File: src/rtl/dcdf_pkg.sv
// Shared types and constants for the dilated causal depthwise FIR unit.
// No dependencies.
`default_nettype none
package dcdf_pkg;
	localparam int Taps = 7;
	localparam int Channels = 64;
	localparam int MaxSpacing = 16;
	localparam int Hist = (Taps - 1) * MaxSpacing;
	localparam int ChW = 6;
	localparam int SlotW = 7;
	localparam int TapW = 3;
	localparam int HAddrW = 13;
	localparam int WAddrW = 9;
	localparam int AccW = 48;

	localparam logic [1:0] KIND_SAMPLE = 2'd0;
	localparam logic [1:0] KIND_WEIGHT = 2'd1;
	localparam logic [1:0] KIND_BIAS = 2'd2;

	typedef struct packed {
		logic init;
		logic [WAddrW-1:0] addr;
		logic load;
		logic wr_weight;
		logic wr_bias;
		logic clr;
		logic mac;
		logic tap_used;
		logic [TapW-1:0] tap;
		logic finish;
	} dcdf_cmd_t;

	typedef struct packed {
		logic out_full;
		logic out_taken;
	} dcdf_sts_t;
endpackage
`default_nettype wire

File: src/rtl/dcdf_ctrl.sv
// Controller: sequences the clearing pass, load, seven tap reads, MAC drain and result.
// Uses dcdf_pkg.
`default_nettype none
module dcdf_ctrl (
	input wire logic clk,
	input wire logic arst_n,
	input wire logic in_valid,
	output logic in_ready,
	input wire logic [1:0] in_kind,
	input wire logic [5:0] in_chan,
	input wire logic [2:0] in_tap,
	output dcdf_pkg::dcdf_cmd_t cmd,
	input wire dcdf_pkg::dcdf_sts_t sts
);
	import dcdf_pkg::*;
	typedef enum logic [2:0] {
		S_INIT, S_IDLE, S_WLD, S_BLD, S_RD, S_MAC, S_DRAIN, S_FIN
	} state_t;
	state_t state_q;
	logic [TapW-1:0] tap_q;
	logic [WAddrW-1:0] addr_q;
	logic take;

	assign in_ready = (state_q == S_IDLE);
	assign take = in_valid && in_ready;

	always_ff @(posedge clk or negedge arst_n) begin
		if (!arst_n) begin
			state_q <= S_INIT;
			tap_q <= '0;
			addr_q <= '0;
		end else begin
			unique case (state_q)
				S_INIT: begin
					addr_q <= addr_q + 1'b1;
					if (addr_q == WAddrW'(Channels * Taps - 1))
						state_q <= S_IDLE;
				end
				S_IDLE: begin
					tap_q <= '0;
					if (take && int'(in_chan) < Channels) begin
						if (in_kind == KIND_WEIGHT && int'(in_tap) < Taps)
							state_q <= S_WLD;
						else if (in_kind == KIND_BIAS)
							state_q <= S_BLD;
						else if (in_kind == KIND_SAMPLE)
							state_q <= S_RD;
					end
				end
				S_WLD, S_BLD: state_q <= S_IDLE;
				S_RD: state_q <= S_MAC;
				S_MAC: begin
					tap_q <= tap_q + 1'b1;
					if (tap_q == TapW'(Taps - 1))
						state_q <= S_DRAIN;
				end
				S_DRAIN: state_q <= S_FIN;
				S_FIN: if (!sts.out_full || sts.out_taken)
					state_q <= S_IDLE;
				default: state_q <= S_IDLE;
			endcase
		end
	end

	always_comb begin
		cmd = '0;
		cmd.init = (state_q == S_INIT);
		cmd.addr = addr_q;
		cmd.load = take;
		cmd.wr_weight = (state_q == S_WLD);
		cmd.wr_bias = (state_q == S_BLD);
		cmd.clr = (state_q == S_RD);
		cmd.mac = (state_q == S_MAC);
		cmd.tap_used = 1'b1;
		cmd.tap = tap_q;
		cmd.finish = (state_q == S_FIN) && (!sts.out_full || sts.out_taken);
	end

	a_one_phase: assert property (@(posedge clk) disable iff (!arst_n)
		!(cmd.mac && cmd.finish)) else $error("mac during finish");
	a_tap_range: assert property (@(posedge clk) disable iff (!arst_n)
		cmd.mac |-> int'(tap_q) < Taps) else $error("tap out of range");
	a_drain: assert property (@(posedge clk) disable iff (!arst_n)
		state_q == S_DRAIN |=> state_q == S_FIN) else $error("drain skipped");
endmodule
`default_nettype wire
File: config.mk
export PLATFORM = sky130hd
export DESIGN_NAME = dcdf_ctrl
export DESIGN_NICKNAME = d
export VERILOG_FILES = /design/src/rtl/dcdf_pkg.sv /design/src/rtl/dcdf_ctrl.sv
export SDC_FILE = /design/constraint.sdc
export NUM_CORES = 1
export LEC_CHECK = 0
export BUFFER_PORTS_ARGS = -buffer_cell sky130_fd_sc_hd__buf_2
export CORE_ASPECT_RATIO = 0.8
export CORE_UTILIZATION = 46
export CTS_CLUSTER_SIZE = 10
export DETAILED_ROUTE_END_ITERATION = 16
export PLACE_DENSITY = 0.77
export RECOVER_POWER = 50
export SLEW_MARGIN = 15
export SYNTH_ARGS = -nofsm -noshare
export SYNTH_HDL_FRONTEND = slang
export SYNTH_SLANG_ARGS = --single-unit
File: constraint.sdc
create_clock -name clk -period 2.2 [get_ports clk]
set_clock_uncertainty 0.1 [all_clocks]
set_input_delay 0.44 -clock clk [delete_from_list [all_inputs] [get_ports clk]]
set_output_delay 0.44 -clock clk [all_outputs]
set_load 0.01 [all_outputs]
==> results.sh, run 1 <==
export IMPL_cts_sink_count=15
export IMPL_rows=13
export IMPL_critPathArrivalTime_ns=1.43
export IMPL_dr_wl_met3_um=77
export IMPL_die_area_um2=2100
export IMPL_wirelength_met1_um=829
export IMPL_powerDensity_nw_per_um2=1100
export IMPL_antenna_left=0
export IMPL_num_fill_cells=163
export IMPL_drc=0
export IMPL_grt_pass1_vias=652
export IMPL_postCtsSetupRepairBufs=0
export IMPL_antennaDiodeCount=0
export IMPL_synthToLayoutAreaGrowth_pct=17.3
export IMPL_p_comb_share_pct=43.5
export IMPL_wl_mm=1.70
export IMPL_cts_max_level=1
export IMPL_async_reset_ff_share_pct=100
export IMPL_netlist_area_um2=885
export IMPL_min_period_ns=1.97
export IMPL_finalSetupTns_ns=0
export IMPL_nets=136
export IMPL_holdBufCountCts=1
export IMPL_yosys_top_cells_area="dfrtp_1, xnor2_1, ha_1"
export IMPL_grt_usage_pct=18.1
export IMPL_synth_common_cells="dfrtp_1, xnor2_1, inv_1, nand2_1, nand3_1"
export IMPL_gp_congestion=0.723
export IMPL_cp_required_ns=1.66
export IMPL_pwr_share_clk_pct=13.4
export IMPL_numCtsBuffers=3
export IMPL_crit_fanout=9
export IMPL_synth_top_flop_cell="dfrtp_1"
export IMPL_avgSynthCellArea_um2=10.2
export IMPL_seq_area_frac_synth_pct=42.4
export IMPL_start_kind="flip-flop"
export IMPL_whs_path_depth=1
export IMPL_overflow=0
export IMPL_hold_viol_final=0
export IMPL_drv_slew=0
export IMPL_grt_pass1_wl_mm=2.69
export IMPL_p_sw_share_pct=42.6
export IMPL_syn_nets=106
export IMPL_p_int_w=0.000653
export IMPL_io_pins=37
export IMPL_setup_viol=0
export IMPL_clock_path_buffers=2
export IMPL_grt_setup_unrepaired="false"
export IMPL_io_buffer_count=29
export IMPL_slew_limit_headroom_pct=49.9
export IMPL_dieWidth_um=51.0
export IMPL_synth_edf_count=0
export IMPL_die_h_um=41.2
export IMPL_holdWs_ns=0.417
export IMPL_initial_core_util_pct=51.8
export IMPL_netlist_instances=87
export IMPL_drive_gt1_share_pct=27.6
export IMPL_ir_worst_vdd_mv=0.687
export IMPL_clk_latency_ns=0.28
export IMPL_routedWlPerCell_um=12.3
export IMPL_ys_types=34
export IMPL_cap_violations=0
export IMPL_ys_ff_latch=15
export IMPL_total_leakage_power_nw=0.509
export IMPL_end_kind="primary output"
export IMPL_hpwl_mm=1.33
export IMPL_timing_final_crit_share_pct=89.6
export IMPL_ys_warn_count=0
export IMPL_root_buffer="clkbuf_4"
export IMPL_antenna_found_initial=0
export IMPL_yosysMostFrequentCell="dfrtp_1"
export IMPL_seqPwrFrac_pct=43.1
export IMPL_highest_layer="met3"
export IMPL_fmax_mhz=508
export IMPL_worstMarginPinSlew_ns=0.752
export IMPL_synth_top_area_share_pct=42.4
export IMPL_drtIter0Drc=18
export IMPL_clkTransAtPathRegs_ns=0.09
export IMPL_core_um2=1710
export IMPL_outcome="complete, no violations"
export IMPL_switchingPower_w=0.000486
export IMPL_hold_class="reg2reg"
export IMPL_dr_wl_met2_um=798
export IMPL_dr_pass1_iters=3
export IMPL_crit_type="reg2out"
export IMPL_reg2reg_depth=4
export IMPL_vias=729
export IMPL_synth_top_area_cell="dfrtp_1"
export IMPL_grt_max_degree=16
export IMPL_avgViaCountPerCell=5.28
export IMPL_cts_tree="yes"
export IMPL_cts_resized=0
[path summary, 6_finish.rpt]
path	from	to	slack [ns]
min in group asynchronous	arst_n	addr_q[5]	0.63
worst max-delay path	state_q[1]	cmd[5]	0.23
worst max register to register	state_q[1]	state_q[1]	0.43
worst min register to register	addr_q[8]	addr_q[8]	0.42
worst min-delay path	addr_q[8]	addr_q[8]	0.42
max in group asynchronous	arst_n	tap_q[0]	0.89
[sequential cells by signal, indices dropped and copies added, names as in the netlist]
signal,count
tap_q,3
state_q,3
addr_q,9
[metrics by stage]
stage	worst slack (ns)	area, um^2	instances	utilization (%)	power [W]
global route	0.0972	1040	138	60.7	0.00124
global placement	0.488	1010	133	59.3	0.000981
detailed placement	0.455	1010	133	59.3	0.00101
floorplan	0.601	885	87	-	0.000865
finish	0.230	1040	138	60.7	0.00114
CTS	0.232	1050	138	61.4	0.00117
[layer usage]
layer / vias up / global-route usage, %
met5: - / 0
met4: 0 / 6.25
met3: 0 / 5.93
met2: 15 / 30.6
met1: 349 / 22.4
li1: 365 / -
[area by class of cell]
cell class	count	area, um^2	share of cell area, %
clock buffer	4	26.3	2.53
tap	22	27.5	2.65
timing repair buffer	30	144	13.9
inverter	5	18.8	1.81
sequential	15	375	36.2
multi-input combinational	62	445	42.9
[cell usage in the layout (no fill, tap or decap), types with 2 or more instances in the layout]
cell | synthesis | final
mux2_2 | 2 | 2
xnor2_1 | 6 | 6
ha_1 | 3 | 3
inv_1 | 5 | 5
clkbuf_4 | 0 | 3
nor2_1 | 2 | 2
buf_2 | 0 | 20
nand2_1 | 5 | 5
dfrtp_1 | 15 | 15
a31o_2 | 2 | 2
o21ai_0 | 4 | 4
and3_1 | 4 | 4
nor3_1 | 3 | 3
xor2_1 | 2 | 2
a211oi_1 | 2 | 2
nand3_1 | 5 | 5
nand4_1 | 3 | 3
clkbuf_1 | 0 | 10
a21oi_1 | 2 | 2
nor2b_1 | 2 | 2
[power by group through the flow]
stage / combinational (W) / clock [W] / sequential, W
final: 0.000495 / 0.000153 / 0.000492
after global routing: 0.000557 / 0.000175 / 0.000507
after CTS: 0.000516 / 0.000161 / 0.000489
after detailed placement: 0.000512 / 0 / 0.000495
after global placement: 0.000493 / 0 / 0.000488
after floorplan: 0.000392 / 0 / 0.000473
[kinds of logic (layout without fill, tap and decap cells)]
logic type / Yosys count / in the layout / synth area share [%]
other cells: 1 / 1 / 0.424
flops: 15 / 15 / 42.4
simple gates: 34 / 34 / 24.3
buf+inv: 10 / 39 / 7.21
xor+xnor: 8 / 8 / 7.92
compound gates: 14 / 14 / 10.9
fa+ha+maj: 3 / 3 / 4.24
mux: 2 / 2 / 2.55
[worst max-delay path, cell delays in order, from the launching register on]
cell and delay (ns):
dfrtp_1 0.50, nand2b_1 0.33, nor2_1 0.16, buf_2 0.15
Note: power is estimated with default switching activity, not from simulation.
==> run 2: changes to the inputs <==
==> constraint.sdc (replaced) <==
create_clock -name clk -period 2.2 [get_ports clk]
set_clock_uncertainty 0.1 [all_clocks]
set_input_delay 0.44 -clock clk [delete_from_list [all_inputs] [get_ports clk]]
set_output_delay 0.44 -clock clk [all_outputs]
set_load 0.05 [all_outputs]
==> run 2 against run 1 <==
  * Clock power is essentially flat
  * Wire length increased by 5.7%
  * Worst setup slack worse by 0.065 ns
  * Sequential share of layout area decreased by 0.22 points
  * Global-route usage fell by 0.20 points
  * First-iteration DRC count increased by 11%
  * Worst hold slack got worse by 0.0029 ns
  * Total power is 29% higher
  * Largest cell class unchanged
  * Critical path type unchanged
  * Die area unchanged
==> results.sh, run 2 (synthesis gave the netlist of run 1 again) <==
export IMPL_min_period_ns=2.04
export IMPL_cts_tree="yes"
export IMPL_numCtsBuffers=3
export IMPL_grt_pass1_wl_mm=2.64
export IMPL_vias=781
export IMPL_crit_type="reg2out"
export IMPL_avgViaCountPerCell=5.62
export IMPL_outcome="complete, no violations"
export IMPL_antenna_found_initial=0
export IMPL_final_common_cell="buf_2"
export IMPL_routedWlPerCell_um=13.0
export IMPL_timing_final_crit_share_pct=92.5
export IMPL_dieWidth_um=51.0
export IMPL_reg2reg_depth=5
export IMPL_fin_area_um2=1040
export IMPL_overflow=0
export IMPL_io_pins=37
export IMPL_clkTransAtPathRegs_ns=0.08
export IMPL_grt_pass1_vias=635
export IMPL_rr_endpoint="addr_q[5]"
export IMPL_wl_mm=1.80
export IMPL_powerDensity_nw_per_um2=1400
export IMPL_cts_max_level=1
export IMPL_root_buffer="clkbuf_4"
export IMPL_clk_latency_ns=0.28
export IMPL_fin_util_pct=61.1
export IMPL_drv_slew=0
export IMPL_die_area_um2=2100
export IMPL_cts_sink_count=15
export IMPL_hpwl_mm=1.37
export IMPL_final_cell_mix="buf_2, dfrtp_1, xnor2_1, clkbuf_1"
export IMPL_drive_gt1_share_pct=32.5
export IMPL_crit_fanout=9
export IMPL_antennaDiodeCount=0
export IMPL_io_buffer_count=29
export IMPL_whs_path_depth=1
export IMPL_grt_usage_pct=17.9
export IMPL_ir_worst_vdd_mv=1.24
export IMPL_rows=13
export IMPL_end_kind="primary output"
export IMPL_cp_required_ns=1.66
export IMPL_worstMarginPinSlew_ns=0.760
export IMPL_critPathArrivalTime_ns=1.50
export IMPL_r2r_slack_ns=0.34
export IMPL_die_h_um=41.2
export IMPL_initial_core_util_pct=51.8
export IMPL_top_regs="addr_q (9), state_q (3), tap_q (3)"
export IMPL_clock_path_buffers=2
export IMPL_holdPathEnd="addr_q[0]"
export IMPL_start_kind="flip-flop"
export IMPL_hold_class="reg2reg"
export IMPL_slew_limit_headroom_pct=49.3
export IMPL_rr_startpoint="state_q[1]"
export IMPL_postCtsSetupRepairBufs=0
export IMPL_core_um2=1710
export IMPL_dr_pass1_iters=4
export IMPL_top_register="addr_q"
export IMPL_hold_viol_final=0
export IMPL_finalSetupTns_ns=0
export IMPL_fmax_mhz=491
export IMPL_dpl_instance_area_um2=1020
export IMPL_antenna_left=0
export IMPL_grt_setup_unrepaired="false"
export IMPL_largest_reg_flops=9
export IMPL_gp_congestion=0.749
export IMPL_total_leakage_power_nw=0.527
export IMPL_drc=0
export IMPL_cap_violations=0
export IMPL_synthToLayoutAreaGrowth_pct=18.0
export IMPL_drtIter0Drc=20
export IMPL_worstHoldStart="addr_q[0]"
export IMPL_grt_max_degree=16
export IMPL_setup_viol=0
export IMPL_nets=137
run 2: critical path, stage by stage (launching register included):
cell and delay (ns):
dfrtp_1 0.49, nand2b_2 0.30, nor2_1 0.14, buf_2 0.28
run 2: layer usage:
metal  part of all wire, %  routed length, um  vias up  global-route usage (%)
met5                     0                  0        -                       0
met4                  0.17                  3        0                    2.78
met3                   8.4                151        2                    7.41
met2                    48                862       41                    31.6
met1                    44                784      365                    21.4
li1                      -                  -      373                       -
run 2: worst max-delay path by stage:
stage / start / slack (ns) / endpoint / cells past startpoint
global placement: state_q[1] / 0.43 / cmd[5] / 3
finish: state_q[1] / 0.16 / cmd[5] / 3
floorplan: state_q[1] / 0.004 / cmd[9] / 4
global route: state_q[1] / 0.05 / cmd[5] / 3
CTS: state_q[1] / 0.1 / cmd[5] / 3
detailed placement: state_q[1] / 0.41 / state_q[1] / 4
run 2: metrics by stage:
step / hold WS [ns] / power (W) / worst slack (ns) / cells
finish: 0.414 / 0.00147 / 0.165 / 139
global route: 0.450 / 0.00156 / 0.0509 / 139
CTS: 0.415 / 0.00149 / 0.0965 / 139
detailed placement: 0.251 / 0.00133 / 0.414 / 134
global placement: 0.249 / 0.00131 / 0.434 / 134
floorplan: 0.0444 / 0.00119 / 0.00381 / 87
run 2: cell type report:
class                           count  area [um^2]
Timing Repair Buffer               31          154
Sequential cell                    15          375
Tap cell                           22         27.5
Inverter                            5         18.8
Clock buffer                        4         26.3
Fill cell                         156          664
Multi-Input combinational cell     62          442
run 2: where the power goes:
group | switching (W) | internal [W]
sequential | 0.000120 | 0.000360
combinational | 0.000601 | 0.000234
clock | 0.0000802 | 0.0000704
total | 0.000801 | 0.000664
run 2: what timing repair did:
action                                  in CTS  in global routing
gates resized for setup                      0                  1
hold buffers                                 1                  0
endpoints found under the setup margin       0                  1
endpoints found under the hold margin       15                  0
==> run 3: changes to the inputs <==
--- a/config.mk
+++ b/config.mk
@@ -5,7 +5,7 @@
 export SDC_FILE = /design/constraint.sdc
 export NUM_CORES = 1
 export LEC_CHECK = 0
-export BUFFER_PORTS_ARGS = -buffer_cell sky130_fd_sc_hd__buf_2
+export BUFFER_PORTS_ARGS = -buffer_cell sky130_fd_sc_hd__buf_4
 export CORE_ASPECT_RATIO = 0.8
 export CORE_UTILIZATION = 46
 export CTS_CLUSTER_SIZE = 10
==> run 3 against run 2 <==
  * Total power grew 3.4%
  * Die area unchanged
  * Critical endpoint unchanged
  * Combinational power is 3.4% higher
  * Highest routed layer unchanged
  * Cell count decreased by 0.72%
  * Global-route usage is 0.068 points higher
  * Sequential share of layout area fell by 1.7 points
  * First-iteration DRC count fell by 70%
  * Utilization increased by 3.1 points
  * Sequential cell count stayed put
==> results.sh, run 3 (synthesis gave the netlist of run 1 again) <==
export IMPL_drive_gt1_share_pct=29.3
export IMPL_worstMarginPinSlew_ns=0.815
export IMPL_avgViaCountPerCell=5.34
export IMPL_setup_viol=0
export IMPL_hold_viol_final=0
export IMPL_grt_setup_unrepaired="false"
export IMPL_drv_slew=0
export IMPL_cp_required_ns=1.66
export IMPL_grt_pass1_wl_mm=2.61
export IMPL_io_pins=37
export IMPL_critPathArrivalTime_ns=1.56
export IMPL_clkTransAtPathRegs_ns=0.09
export IMPL_start_kind="flip-flop"
export IMPL_rr_startpoint="state_q[1]"
export IMPL_grt_pass1_vias=589
export IMPL_crit_slowest_cell="dfrtp_1"
export IMPL_antenna_left=0
export IMPL_total_leakage_power_nw=0.523
export IMPL_cap_violations=0
export IMPL_drc=0
export IMPL_nets=136
export IMPL_root_buffer="clkbuf_4"
export IMPL_cts_sink_count=15
export IMPL_die_area_um2=2100
export IMPL_io_buffer_count=29
export IMPL_cts_max_level=1
export IMPL_routedWlPerCell_um=13.1
export IMPL_final_common_cell="buf_4"
export IMPL_die_h_um=41.2
export IMPL_clk_latency_ns=0.28
export IMPL_hpwl_mm=1.35
export IMPL_rows=13
export IMPL_holdWs_ns=0.408
export IMPL_finalSetupTns_ns=0
export IMPL_dpl_instance_area_um2=1090
export IMPL_final_cell_mix="buf_4, dfrtp_1, clkbuf_1, xnor2_1"
export IMPL_min_period_ns=2.10
export IMPL_end_kind="primary output"
export IMPL_slew_limit_headroom_pct=45.6
export IMPL_dieWidth_um=51.0
export IMPL_outcome="complete, no violations"
export IMPL_path_cells="nand2b_1 > nor2_1 > buf_4"
export IMPL_worstHoldStart="addr_q[8]"
export IMPL_antenna_found_initial=0
export IMPL_cts_resized=0
export IMPL_crit_type="reg2out"
export IMPL_antennaDiodeCount=0
export IMPL_vias=737
export IMPL_core_um2=1710
export IMPL_grt_max_degree=16
export IMPL_overflow=0
export IMPL_synthToLayoutAreaGrowth_pct=23.9
export IMPL_fin_area_um2=1100
export IMPL_numCtsBuffers=3
export IMPL_dr_pass1_iters=4
export IMPL_top_register="addr_q"
export IMPL_fmax_mhz=476
export IMPL_initial_core_util_pct=51.8
export IMPL_grt_usage_pct=18.0
export IMPL_gp_congestion=0.736
export IMPL_slowest_delay_ns=0.52
export IMPL_largest_reg_flops=9
export IMPL_hold_class="reg2reg"
export IMPL_clock_path_buffers=2
export IMPL_crit_fanout=9
export IMPL_wl_mm=1.80
export IMPL_ir_worst_vdd_mv=1.21
export IMPL_powerDensity_nw_per_um2=1380
export IMPL_cts_tree="yes"
export IMPL_drtIter0Drc=6
export IMPL_top_regs="addr_q (9), state_q (3), tap_q (3)"
export IMPL_timing_final_crit_share_pct=95.5
export IMPL_critPathLaunch="state_q[1]"
[run 3: layout make-up]
| cell class | instances | area (um^2) |
|---|---|---|
| inverter | 5 | 18.8 |
| tap | 22 | 27.5 |
| multi-input combinational | 62 | 450 |
| fill | 159 | 612 |
| clock buffer | 4 | 26.3 |
| timing repair buffer | 30 | 198 |
| sequential | 15 | 375 |
[run 3: repair_timing]
item	4_1_cts	5_1_grt
buffers inserted	0	0
hold buffers	1	0
hold endpoints to repair	15	0
[run 3: stage by stage]
stage / cells / util [%] / worst slack [ns] / power, W
finish: 138 / 64.2 / 0.0996 / 0.00151
global route: 138 / 64.2 / 0.0198 / 0.00161
CTS: 138 / 65.9 / 0.0868 / 0.00156
detailed placement: 133 / 63.8 / 0.415 / 0.00140
global placement: 133 / 63.8 / 0.463 / 0.00138
floorplan: 87 / - / 0.00381 / 0.00119
[run 3: report_power, final]
part           switching (W)  internal [W]
Combinational       0.000599      0.000263
Sequential          0.000137      0.000360
Clock              0.0000862     0.0000704
[run 3: worst paths after layout]
kind	end	slack [ns]	cells after the start
max reg2reg	state_q[2]	0.40	4
min reg2reg	addr_q[8]	0.41	1
min in group asynchronous	addr_q[7]	0.65	2
min	addr_q[8]	0.41	1
max	cmd[5]	0.1	3
max in group asynchronous	tap_q[2]	0.84	2
[run 3: per-layer routing]
| layer | up-vias | track usage (%) | share of wire [%] |
|---|---|---|---|
| met4 | 0 | 7.64 | 0.83 |
| met5 | - | 0 | 0 |
| met3 | 2 | 6.67 | 5.3 |
| met1 | 349 | 21.6 | 48 |
| met2 | 21 | 29.9 | 45 |
| li1 | 365 | - | - |
[run 3: critical path: cells and delay by family, from the launching register on]
kind | cells | cell delay (ns)
buffers and inverters | 1 | 0.22
DFF | 1 | 0.52
and+or+nand+nor | 2 | 0.54
